[src/hw/rtl/btp_pkg.sv]
// ----------------------------------------------------------------------------
// btp_pkg: shared types and constants for the B+tree page parser
// Input and result structs, parse phases, status codes and the page magic.
// ----------------------------------------------------------------------------
package btp_pkg;

  // Result queue depth; it must hold at least the two results of one byte
  localparam int unsigned RES_DEPTH = 4;

  // Page magic length and per-field byte counts
  localparam logic [4:0] MAGIC_LEN    = 5'd6;
  localparam logic [4:0] NKEYS_LEN    = 5'd2;
  localparam logic [4:0] ROOTCNT_LEN  = 5'd8;
  localparam logic [4:0] CHILD_LEN    = 5'd20;
  localparam logic [4:0] CHILD_W0_END = 5'd8;
  localparam logic [4:0] CHILD_W1_END = 5'd16;

  // Height byte layout
  localparam logic [7:0] ROOT_MASK   = 8'h80;
  localparam logic [7:0] HEIGHT_MASK = 8'h7f;

  // Result kinds
  localparam logic KIND_CHILD   = 1'b0;
  localparam logic KIND_SUMMARY = 1'b1;

  // Page status codes
  localparam logic [1:0] ST_OK        = 2'd0;
  localparam logic [1:0] ST_BAD_MAGIC = 2'd1;
  localparam logic [1:0] ST_TRUNC     = 2'd2;
  localparam logic [1:0] ST_PADDING   = 2'd3;

  typedef enum logic [3:0] {
    PH_MAGIC,
    PH_NKEYS,
    PH_HEIGHT,
    PH_PREFIX,
    PH_ROOTCNT,
    PH_KLEN,
    PH_KDATA,
    PH_VLEN,
    PH_VDATA,
    PH_CHILD,
    PH_PAD,
    PH_ERR
  } phase_e;

  typedef struct packed {
    logic [7:0] page_byte;
    logic       last_byte;
  } in_item_t;

  typedef struct packed {
    logic        kind;
    logic [63:0] child_page;
    logic [63:0] child_oldest_leaf;
    logic [31:0] child_size;
    logic [15:0] key_count;
    logic [6:0]  tree_height;
    logic        is_root;
    logic [7:0]  prefix_len;
    logic [63:0] node_total;
    logic [1:0]  status;
    logic        last_result;
  } out_item_t;

  // Expected magic byte at a given position
  function automatic logic [7:0] magic_byte(input logic [2:0] idx);
    logic [7:0] val;
    unique case (idx)
      3'd0:    val = 8'h4b;
      3'd1:    val = 8'h56;
      3'd2:    val = 8'h4c;
      3'd3:    val = 8'h44;
      3'd4:    val = 8'h53;
      default: val = 8'h00;
    endcase
    return val;
  endfunction

endpackage

[src/hw/rtl/btp_result_fifo.sv]
// ----------------------------------------------------------------------------
// btp_result_fifo: result queue with two write slots and one read port
// Takes up to two results per cycle in order and hands out one per cycle.
// ----------------------------------------------------------------------------
module btp_result_fifo #(
  parameter int unsigned DEPTH = btp_pkg::RES_DEPTH,
  localparam int unsigned PW = (DEPTH > 1) ? $clog2(DEPTH) : 1,
  localparam int unsigned CW = $clog2(DEPTH + 1)
) (
  input  logic              clk_i,
  input  logic              rst_ni,
  input  logic              push0_i,
  input  logic              push1_i,
  input  btp_pkg::out_item_t data0_i,
  input  btp_pkg::out_item_t data1_i,
  input  logic              pop_i,
  output btp_pkg::out_item_t data_o,
  output logic [CW-1:0]     count_o
);

  btp_pkg::out_item_t mem_q [DEPTH];
  logic [PW-1:0] wptr_q, wptr_d, wptr_n1, wptr_n2;
  logic [PW-1:0] rptr_q, rptr_d;
  logic [CW-1:0] count_q, count_d;

  function automatic logic [PW-1:0] ptr_inc(input logic [PW-1:0] p);
    return (p == PW'(DEPTH - 1)) ? '0 : p + PW'(1);
  endfunction

  // Advance pointers and occupancy
  always_comb begin
    wptr_n1 = ptr_inc(wptr_q);
    wptr_n2 = ptr_inc(wptr_n1);
    wptr_d  = wptr_q;
    if (push0_i && push1_i) begin
      wptr_d = wptr_n2;
    end else if (push0_i) begin
      wptr_d = wptr_n1;
    end
    rptr_d  = pop_i ? ptr_inc(rptr_q) : rptr_q;
    count_d = count_q + CW'(push0_i) + CW'(push0_i && push1_i) - CW'(pop_i);
  end

  always_ff @(posedge clk_i or negedge rst_ni) begin
    if (!rst_ni) begin
      wptr_q  <= '0;
      rptr_q  <= '0;
      count_q <= '0;
    end else begin
      wptr_q  <= wptr_d;
      rptr_q  <= rptr_d;
      count_q <= count_d;
    end
  end

  // Store incoming results
  always_ff @(posedge clk_i) begin
    if (push0_i) begin
      mem_q[wptr_q] <= data0_i;
    end
    if (push0_i && push1_i) begin
      mem_q[wptr_n1] <= data1_i;
    end
  end

  assign data_o  = mem_q[rptr_q];
  assign count_o = count_q;

endmodule

[src/hw/rtl/btree_page_parser_top.sv]
// ----------------------------------------------------------------------------
// btree_page_parser_top: streaming B+tree page parser
// Checks the page header, walks keys, values and child records, and reports
// each child record and a closing page summary.
//
//   channel | direction | handshake               | payload
//   --------+-----------+-------------------------+---------------------------
//   in      | input     | in_valid_i/in_stall_o   | in_data_i  (byte, last)
//   out     | output    | out_valid_o/out_stall_i | out_data_o (child/summary)
//
// One page byte is taken per cycle while in_stall_o is low; the parse state updates in that cycle.
// A byte yields zero, one or two results, which enter a RES_DEPTH-entry
// result queue; out_valid_o rises the cycle after a byte that yields a result is taken.
// in_stall_o rises while fewer than two queue slots are free.
// Reset is asynchronous, active low, and returns the parser to the magic.
// ----------------------------------------------------------------------------
module btree_page_parser_top #(
  parameter int unsigned RES_DEPTH = btp_pkg::RES_DEPTH,
  localparam int unsigned CW = $clog2(RES_DEPTH + 1)
) (
  input  logic               clk_i,
  input  logic               rst_ni,
  input  logic               in_valid_i,
  output logic               in_stall_o,
  input  btp_pkg::in_item_t  in_data_i,
  output logic               out_valid_o,
  input  logic               out_stall_i,
  output btp_pkg::out_item_t out_data_o
);

  btp_pkg::phase_e phase_q, phase_d;
  logic [4:0]  fidx_q, fidx_d;
  logic [15:0] keys_q, keys_d;
  logic [16:0] items_q, items_d;
  logic [7:0]  entry_q, entry_d;
  logic [6:0]  height_q, height_d;
  logic        root_q, root_d;
  logic [7:0]  prefix_q, prefix_d;
  logic [63:0] ntotal_q, ntotal_d;
  logic [63:0] acc0_q, acc0_d;
  logic [63:0] acc1_q, acc1_d;
  logic [31:0] acc2_q, acc2_d;
  logic [1:0]  err_q, err_d;

  logic        in_acc;
  logic [7:0]  b;
  logic        last;
  logic        hdr_done, ent_end, keys_done, is_key, child_v;
  logic [7:0]  entry_dec;
  logic [16:0] items_dec;
  logic [1:0]  sum_status;
  btp_pkg::out_item_t child_rec, summary_rec;
  logic [CW-1:0] count;

  assign in_acc = in_valid_i && !in_stall_o;
  assign b      = in_data_i.page_byte;
  assign last   = in_data_i.last_byte;

  // Per-byte parse step
  always_comb begin
    phase_d   = phase_q;
    fidx_d    = fidx_q;
    keys_d    = keys_q;
    items_d   = items_q;
    entry_d   = entry_q;
    height_d  = height_q;
    root_d    = root_q;
    prefix_d  = prefix_q;
    ntotal_d  = ntotal_q;
    acc0_d    = acc0_q;
    acc1_d    = acc1_q;
    acc2_d    = acc2_q;
    err_d     = err_q;
    hdr_done  = 1'b0;
    ent_end   = 1'b0;
    keys_done = 1'b0;
    child_v   = 1'b0;
    is_key    = (phase_q == btp_pkg::PH_KLEN) || (phase_q == btp_pkg::PH_KDATA);
    entry_dec = (entry_q != 8'd0) ? entry_q - 8'd1 : 8'd0;
    items_dec = (items_q != 17'd0) ? items_q - 17'd1 : 17'd0;

    unique case (phase_q)
      btp_pkg::PH_MAGIC: begin
        if (fidx_q >= btp_pkg::MAGIC_LEN || b != btp_pkg::magic_byte(fidx_q[2:0])) begin
          err_d   = btp_pkg::ST_BAD_MAGIC;
          phase_d = btp_pkg::PH_ERR;
        end else if (fidx_q == btp_pkg::MAGIC_LEN - 5'd1) begin
          fidx_d  = '0;
          phase_d = btp_pkg::PH_NKEYS;
        end else begin
          fidx_d = fidx_q + 5'd1;
        end
      end
      btp_pkg::PH_NKEYS: begin
        keys_d = {keys_q[7:0], b};
        if (fidx_q >= btp_pkg::NKEYS_LEN - 5'd1) begin
          fidx_d  = '0;
          phase_d = btp_pkg::PH_HEIGHT;
        end else begin
          fidx_d = fidx_q + 5'd1;
        end
      end
      btp_pkg::PH_HEIGHT: begin
        root_d   = |(b & btp_pkg::ROOT_MASK);
        height_d = 7'(b & btp_pkg::HEIGHT_MASK);
        phase_d  = btp_pkg::PH_PREFIX;
      end
      btp_pkg::PH_PREFIX: begin
        prefix_d = b;
        if (root_q) begin
          fidx_d  = '0;
          phase_d = btp_pkg::PH_ROOTCNT;
        end else begin
          hdr_done = 1'b1;
        end
      end
      btp_pkg::PH_ROOTCNT: begin
        ntotal_d = {ntotal_q[55:0], b};
        if (fidx_q >= btp_pkg::ROOTCNT_LEN - 5'd1) begin
          fidx_d   = '0;
          hdr_done = 1'b1;
        end else begin
          fidx_d = fidx_q + 5'd1;
        end
      end
      btp_pkg::PH_KLEN, btp_pkg::PH_VLEN: begin
        if (b == 8'd0) begin
          ent_end = 1'b1;
        end else begin
          entry_d = b;
          phase_d = is_key ? btp_pkg::PH_KDATA : btp_pkg::PH_VDATA;
        end
      end
      btp_pkg::PH_KDATA, btp_pkg::PH_VDATA: begin
        entry_d = entry_dec;
        ent_end = (entry_dec == 8'd0);
      end
      btp_pkg::PH_CHILD: begin
        if (fidx_q < btp_pkg::CHILD_W0_END) begin
          acc0_d = {acc0_q[55:0], b};
        end else if (fidx_q < btp_pkg::CHILD_W1_END) begin
          acc1_d = {acc1_q[55:0], b};
        end else begin
          acc2_d = {acc2_q[23:0], b};
        end
        if (fidx_q >= btp_pkg::CHILD_LEN - 5'd1) begin
          child_v = 1'b1;
          fidx_d  = '0;
          acc0_d  = '0;
          acc1_d  = '0;
          acc2_d  = '0;
          items_d = items_dec;
          if (items_dec == 17'd0) begin
            phase_d = btp_pkg::PH_PAD;
          end
        end else begin
          fidx_d = fidx_q + 5'd1;
        end
      end
      btp_pkg::PH_PAD: begin
        if (b != 8'd0) begin
          err_d   = btp_pkg::ST_PADDING;
          phase_d = btp_pkg::PH_ERR;
        end
      end
      btp_pkg::PH_ERR: begin
        phase_d = btp_pkg::PH_ERR;
      end
      default: begin
        phase_d = phase_q;
      end
    endcase

    // Header finished: enter the keys, or skip them when there are none
    if (hdr_done) begin
      if (keys_q == 16'd0) begin
        keys_done = 1'b1;
      end else begin
        phase_d = btp_pkg::PH_KLEN;
        items_d = {1'b0, keys_q};
      end
    end

    // Key or value finished: next entry, or close the section
    if (ent_end) begin
      items_d = items_dec;
      if (items_dec == 17'd0) begin
        if (is_key) begin
          keys_done = 1'b1;
        end else begin
          phase_d = btp_pkg::PH_PAD;
        end
      end else begin
        phase_d = is_key ? btp_pkg::PH_KLEN : btp_pkg::PH_VLEN;
      end
    end

    // Keys finished: values for a leaf, child records for a parent
    if (keys_done) begin
      if (height_q == 7'd0) begin
        if (keys_q == 16'd0) begin
          phase_d = btp_pkg::PH_PAD;
        end else begin
          phase_d = btp_pkg::PH_VLEN;
          items_d = {1'b0, keys_q};
        end
      end else begin
        phase_d = btp_pkg::PH_CHILD;
        items_d = {1'b0, keys_q} + 17'd1;
        fidx_d  = '0;
        acc0_d  = '0;
        acc1_d  = '0;
        acc2_d  = '0;
      end
    end
  end

  // Build the child record and the page summary
  always_comb begin
    priority if (phase_d == btp_pkg::PH_ERR) begin
      sum_status = err_d;
    end else if (phase_d != btp_pkg::PH_PAD) begin
      sum_status = btp_pkg::ST_TRUNC;
    end else begin
      sum_status = btp_pkg::ST_OK;
    end

    child_rec                   = '0;
    child_rec.kind              = btp_pkg::KIND_CHILD;
    child_rec.child_page        = acc0_q;
    child_rec.child_oldest_leaf = acc1_q;
    child_rec.child_size        = {acc2_q[23:0], b};

    summary_rec             = '0;
    summary_rec.kind        = btp_pkg::KIND_SUMMARY;
    summary_rec.key_count   = keys_d;
    summary_rec.tree_height = height_d;
    summary_rec.is_root     = root_d;
    summary_rec.prefix_len  = prefix_d;
    summary_rec.node_total  = ntotal_d;
    summary_rec.status      = sum_status;
    summary_rec.last_result = 1'b1;
  end

  // Commit the step; the last byte returns the parser to its reset state
  always_ff @(posedge clk_i or negedge rst_ni) begin
    if (!rst_ni) begin
      phase_q  <= btp_pkg::PH_MAGIC;
      fidx_q   <= '0;
      keys_q   <= '0;
      items_q  <= '0;
      entry_q  <= '0;
      height_q <= '0;
      root_q   <= 1'b0;
      prefix_q <= '0;
      ntotal_q <= '0;
      acc0_q   <= '0;
      acc1_q   <= '0;
      acc2_q   <= '0;
      err_q    <= '0;
    end else if (in_acc) begin
      if (last) begin
        phase_q  <= btp_pkg::PH_MAGIC;
        fidx_q   <= '0;
        keys_q   <= '0;
        items_q  <= '0;
        entry_q  <= '0;
        height_q <= '0;
        root_q   <= 1'b0;
        prefix_q <= '0;
        ntotal_q <= '0;
        acc0_q   <= '0;
        acc1_q   <= '0;
        acc2_q   <= '0;
        err_q    <= '0;
      end else begin
        phase_q  <= phase_d;
        fidx_q   <= fidx_d;
        keys_q   <= keys_d;
        items_q  <= items_d;
        entry_q  <= entry_d;
        height_q <= height_d;
        root_q   <= root_d;
        prefix_q <= prefix_d;
        ntotal_q <= ntotal_d;
        acc0_q   <= acc0_d;
        acc1_q   <= acc1_d;
        acc2_q   <= acc2_d;
        err_q    <= err_d;
      end
    end
  end

  // Queue results; the summary follows a child record from the same byte
  logic push0, push1;
  btp_pkg::out_item_t push0_data;

  assign push0      = in_acc && (child_v || last);
  assign push1      = in_acc && child_v && last;
  assign push0_data = child_v ? child_rec : summary_rec;

  btp_result_fifo #(
    .DEPTH (RES_DEPTH)
  ) u_result_fifo (
    .clk_i   (clk_i),
    .rst_ni  (rst_ni),
    .push0_i (push0),
    .push1_i (push1),
    .data0_i (push0_data),
    .data1_i (summary_rec),
    .pop_i   (out_valid_o && !out_stall_i),
    .data_o  (out_data_o),
    .count_o (count)
  );

  // Hold off input while two slots are not free
  assign in_stall_o  = (count > CW'(RES_DEPTH - 2));
  assign out_valid_o = (count != '0);

  // Checks
  a_summary_queued: assert property (@(posedge clk_i) disable iff (!rst_ni)
    in_acc && last |=> out_valid_o)
    else $error("page summary not queued");

  a_page_restart: assert property (@(posedge clk_i) disable iff (!rst_ni)
    in_acc && last |=> phase_q == btp_pkg::PH_MAGIC && fidx_q == 5'd0)
    else $error("parser did not restart after last byte");

  a_magic_idx: assert property (@(posedge clk_i) disable iff (!rst_ni)
    phase_q == btp_pkg::PH_MAGIC |-> fidx_q < btp_pkg::MAGIC_LEN)
    else $error("magic index out of range");

  a_child_idx: assert property (@(posedge clk_i) disable iff (!rst_ni)
    phase_q == btp_pkg::PH_CHILD |-> fidx_q < btp_pkg::CHILD_LEN && items_q != 17'd0)
    else $error("child record state inconsistent");

  a_no_overflow: assert property (@(posedge clk_i) disable iff (!rst_ni)
    count <= CW'(RES_DEPTH))
    else $error("result queue overflow");

endmodule
[config.mk]
export PLATFORM = sky130hd
export DESIGN_NAME = btree_page_parser_top
export DESIGN_NICKNAME = d
export VERILOG_FILES = /design/src/hw/rtl/btp_pkg.sv /design/src/hw/rtl/btp_result_fifo.sv /design/src/hw/rtl/btree_page_parser_top.sv
export SDC_FILE = /design/constraint.sdc
export NUM_CORES = 2
export LEC_CHECK = 0
export CORE_ASPECT_RATIO = 0.9
export CORE_MARGIN = 4
export CORE_UTILIZATION = 50
export DETAILED_ROUTE_END_ITERATION = 16
export DONT_BUFFER_PORTS = 1
export PLACE_DENSITY = 0.77
export SETUP_SLACK_MARGIN = 0.02
export SYNTH_ARGS = -nofsm -noshare
export SYNTH_HDL_FRONTEND = slang
export SYNTH_SLANG_ARGS = --single-unit
[constraint.sdc]
create_clock -name clk_i -period 13.2 [get_ports clk_i]
set_clock_uncertainty 0.1 [all_clocks]
set_input_delay 0.66 -clock clk_i [delete_from_list [all_inputs] [get_ports clk_i]]
set_output_delay 0.66 -clock clk_i [all_outputs]
set_load 0.01 [all_outputs]
==> qor.csv <==
stage,metric,value,unit
run_status,status,finished clean,
sta,Max Slew Vio Count,0,
drt,drt total wl,165.2,mm
sta,RSZ-0062 raised after global routing,false,
logic_synthesis,Syn Std Cell Area,0.05694,mm^2
power,Static Leakage,0.02174,uW
logic_synthesis,Post-Synthesis Cells,5380,
min_path,min-delay src,in_data_i[0],
logic_synthesis,area share of the largest cell type after synthesis,22.64,%
final_layout,post-layout util,55.16,%
setup_path,Buf/Inv on CP,3,
sta,Final period util,42.84,%
clock_network,cts bufs inserted,135,
floorplan,row cnt,117,
setup_path,reg2reg end,u_result_fifo.mem_q[2][156]$_SDFFE_PP0P_,
drt,drt wl/cell,24.70,um
drt,via/cell ratio,6.455,
drt,post-route ant nets,0,
setup_path,Crit-path slowest cell,dfrtp_4,
min_path,Hold WC Path Type,input pin to flop,
power,Net Switching,4014,uW
final_layout,fin cells,6688,
logic_synthesis,top_reg_cell synth,dfxtp_1,
setup_path,Arrival @ worst endpoint,4.90,ns
flow_run,max_cap viols,0,
drt,via count,43170,
setup_path,Crit path top cell by count,buf_4,
drt,drt first pass iters,7,
place,HPWL after DPL,88.69,mm
setup_path,CP Class,flop to output port,
final_layout,ant diodes,0,
logic_synthesis,Post-synth EDFFs,392,
setup_path,cell count along the critical path,4,
logic_synthesis,Synth area leader,dfxtp_1,
setup_path,Crit path max-delay family,buffers and inverters,
power,sequential power share,39.1,%
setup_path,cells on worst reg2reg path,11,
setup_path,Critical Path Start,u_result_fifo.rptr_q[1]$_DFFE_PN0P_,
setup_path,CP peak stage delay,0.93,ns
setup_path,Worst setup EP type,output port,
logic_synthesis,sequential share of the synthesized area,56.10,%
logic_synthesis,YS warnings,0,
sta,Hold WS,0.07741,ns
floorplan,die area,0.1194,mm^2
final_layout,layout cells sized above 1,11.31,%
min_path,Hold Path End,u_result_fifo.wptr_q[0]$_DFFE_PN0P_,
sta,Slew HR,18.31,%
clock_network,Post-CTS Setup Bufs,0,
sta,Max Fclk,176.8,MHz
setup_path,worst-path cell chain,buf_4 -> buf_4 -> buf_4 -> mux4_2,
power,internal power,7876,uW
sta,final worst slack,7.545,ns
clock_network,H-tree depth,4,
sta,"Setup violations, final",0,
logic_synthesis,"Distinct cells, synth",80,
logic_synthesis,Syn Area/Cell,10.58,um^2
global_routing,Overflow after GRT,0,
clock_network,CTS Hold Bufs,12,
sta,Post-Route Setup TNS,0,ns
global_routing,vias in the first global route,42260,
power,combinational power share,27.1,%
logic_synthesis,"FF+latch count, synth",1327,
drt,DRC,0,
setup_path,"Max FO, Critical Path",62,
setup_path,R2R Setup Slk,7.91,ns
min_path,WHS Path Cells,2,
global_routing,largest net degree at the start of global routing,292,
floorplan,core area,0.1132,mm^2
setup_path,"Req. time, crit path",12.44,ns
place,RePlAce Congestion,0.9114,
floorplan,I/O pin cnt,275,
floorplan,die width,363.7,um
global_routing,Total GRT Usage,27.20,%
global_routing,initial antenna violation count,3,
logic_synthesis,Mapped Nets,5415,
clock_network,clock sinks,1327,
clock_network,Root Buffer,clkbuf_16,
final_layout,area grow syn2layout,9.619,%
sta,Worst-Margin Slew,1.225,ns
final_layout,Final nets,5122,
sta,final hold violations,0,
floorplan,starting density of the core,50.32,%
clock_network,CTS Buffer Depth,3,
floorplan,Die Span Y,328.2,um
clock_network,Clock Latency Late Sink,0.78,ns
power,Power Density,190.5,mW/mm^2
global_routing,first-pass GRT wire length,254.2,mm
sta,Tmin final,5.655,ns
power,Sw Ratio,33.76,%
setup_path,Worst setup SP type,flop,
power,VDD IR-drop max,168.6,uV
setup_path,RR Startpoint,phase_q[3]$_DFFE_PN0P_,
power,Clk pwr share,33.8,%
logic_synthesis,"Async S/R FF share, synth",21.93,%
logic_synthesis,synth top area cells,"dfxtp_1 (23%), edfxtp_1 (21%), dfrtp_1 (13%)",
drt,initial drt markers,5362,
place,PortBufs,0,
clock_network,post_cts resized,0,
place,Place WS,8.083,ns
clock_network,clock-pin transition on the worst setup and hold timing paths,0.06,ns
clock_network,clock tree from TritonCTS,done,
place,placed insts,6422,
synthesized netlist by cell type, drive strengths merged (4+ instances only):
cell type    n
nand2      745
a21oi      705
nand3      667
dfxtp      644
nor2       461
clkbuf     428
edfxtp     392
dfrtp      291
mux4       259
a22o       231
mux2i      101
buf         79
o21ai       41
o31ai       36
nor3        27
inv         25
ha          20
and2        18
nor4        14
o22ai       14
a21o        13
and3        12
xnor2       12
nor2b       11
nand2b       9
a31oi        8
or3          8
a211oi       7
a22oi        6
nor3b        6
or4          6
nand4        5
nor4b        5
o2111ai      5
or2          5
nand3b       4
o211ai       4
o22a         4
xor2         4
cells in the final DEF (no fill, tap or decap), drive strengths merged, types with 6 or more instances in the layout:
| cell type | count |
|---|---|
| dlygate4sd3 | 11 |
| bufinv | 13 |
| and3 | 12 |
| dfxtp | 644 |
| nor4 | 14 |
| mux4 | 259 |
| ha | 20 |
| nand3 | 667 |
| clkbuf | 196 |
| clkinv | 34 |
| a31oi | 8 |
| a22o | 231 |
| or4 | 6 |
| a211oi | 7 |
| or3 | 8 |
| nor3 | 27 |
| a21oi | 705 |
| nand2 | 745 |
| buf | 66 |
| xnor2 | 12 |
| inv | 31 |
| a22oi | 6 |
| mux2i | 101 |
| o31ai | 36 |
| nor3b | 6 |
| dfrtp | 291 |
| nand2b | 9 |
| nor2 | 461 |
| o21ai | 41 |
| a21o | 13 |
| edfxtp | 392 |
| o22ai | 14 |
| and2 | 18 |
| nor2b | 11 |
area by class of cell:
type	instances	area, um^2
clock inverters	55	764.5
clock buffers	196	3921
repair buffers	77	740.7
fillers	9187	50740
well taps	1487	1861
inverters	25	93.84
flip-flops and latches	1327	31950
multi-input cells	3521	23090
worst max-delay path by stage:
stage                                                     to  slack (ns)
global route                                 out_data_o[221]        7.52
detailed placement  u_result_fifo.mem_q[2][213]$_SDFFE_PP0P_        8.08
floorplan               u_result_fifo.mem_q[0][10]$_DFFE_PP_        7.89
CTS                                          out_data_o[251]        7.57
global placement        u_result_fifo.mem_q[1][74]$_DFFE_PP_        8.25
finish                                       out_data_o[251]        7.54
metrics by stage:
| step | area (um^2) | power [uW] |
|---|---|---|
| global placement | 57520 | 7801 |
| global route | 62420 | 12340 |
| floorplan | 56940 | 7042 |
| CTS | 62360 | 11880 |
| detailed placement | 57520 | 7851 |
| finish | 62420 | 11890 |
metal layers:
metal	part of all wire, %	vias to the layer above	track usage (%)
li1	-	18850	-
met5	0.0073	-	0
met3	11	348	7.302
met2	47	2335	42.91
met4	3.3	2	9.674
met1	39	21640	36.42
power groups by stage:
stage	Sequential (uW)	Clock (uW)	Combinational [uW]
after floorplan	4560	0	2480
after global routing	4670	4230	3440
final	4650	4020	3220
after CTS	4640	4060	3180
after detailed placement	4720	0	3130
after global placement	4710	0	3090
registers in the layout (all words and copies together), names as in the netlist:
name and flops:
u_result_fifo.mem_q 1036, acc0_q 64, acc1_q 64, ntotal_q 64, acc2_q 24, items_q 17
keys_q 16, entry_q 8, prefix_q 8, height_q 7, fidx_q 5, phase_q 4
u_result_fifo.count_o 3, err_q 2, u_result_fifo.rptr_q 2, u_result_fifo.wptr_q 2, root_q 1
worst register-to-register path: cells and delay by family, from the launching register on:
kind	cells	cell delay, ns
AND/OR/NAND/NOR	8	2.46
buffers and inverters	2	1.69
flip-flops	1	0.76
AO/OA/AOI/OAI	1	0.20
cell families after synthesis:
family | after synthesis | synth area share [%]
AND/OR/NAND/NOR | 2009 | 15.39
XOR/XNOR | 16 | 0.2461
buffers and inverters | 532 | 3.711
multiplexers | 363 | 12.08
AO/OA/AOI/OAI | 1111 | 11.97
flip-flops | 1327 | 56.10
adder cells (fa/ha/maj) | 22 | 0.5098
(Power assumes the default switching activity.)
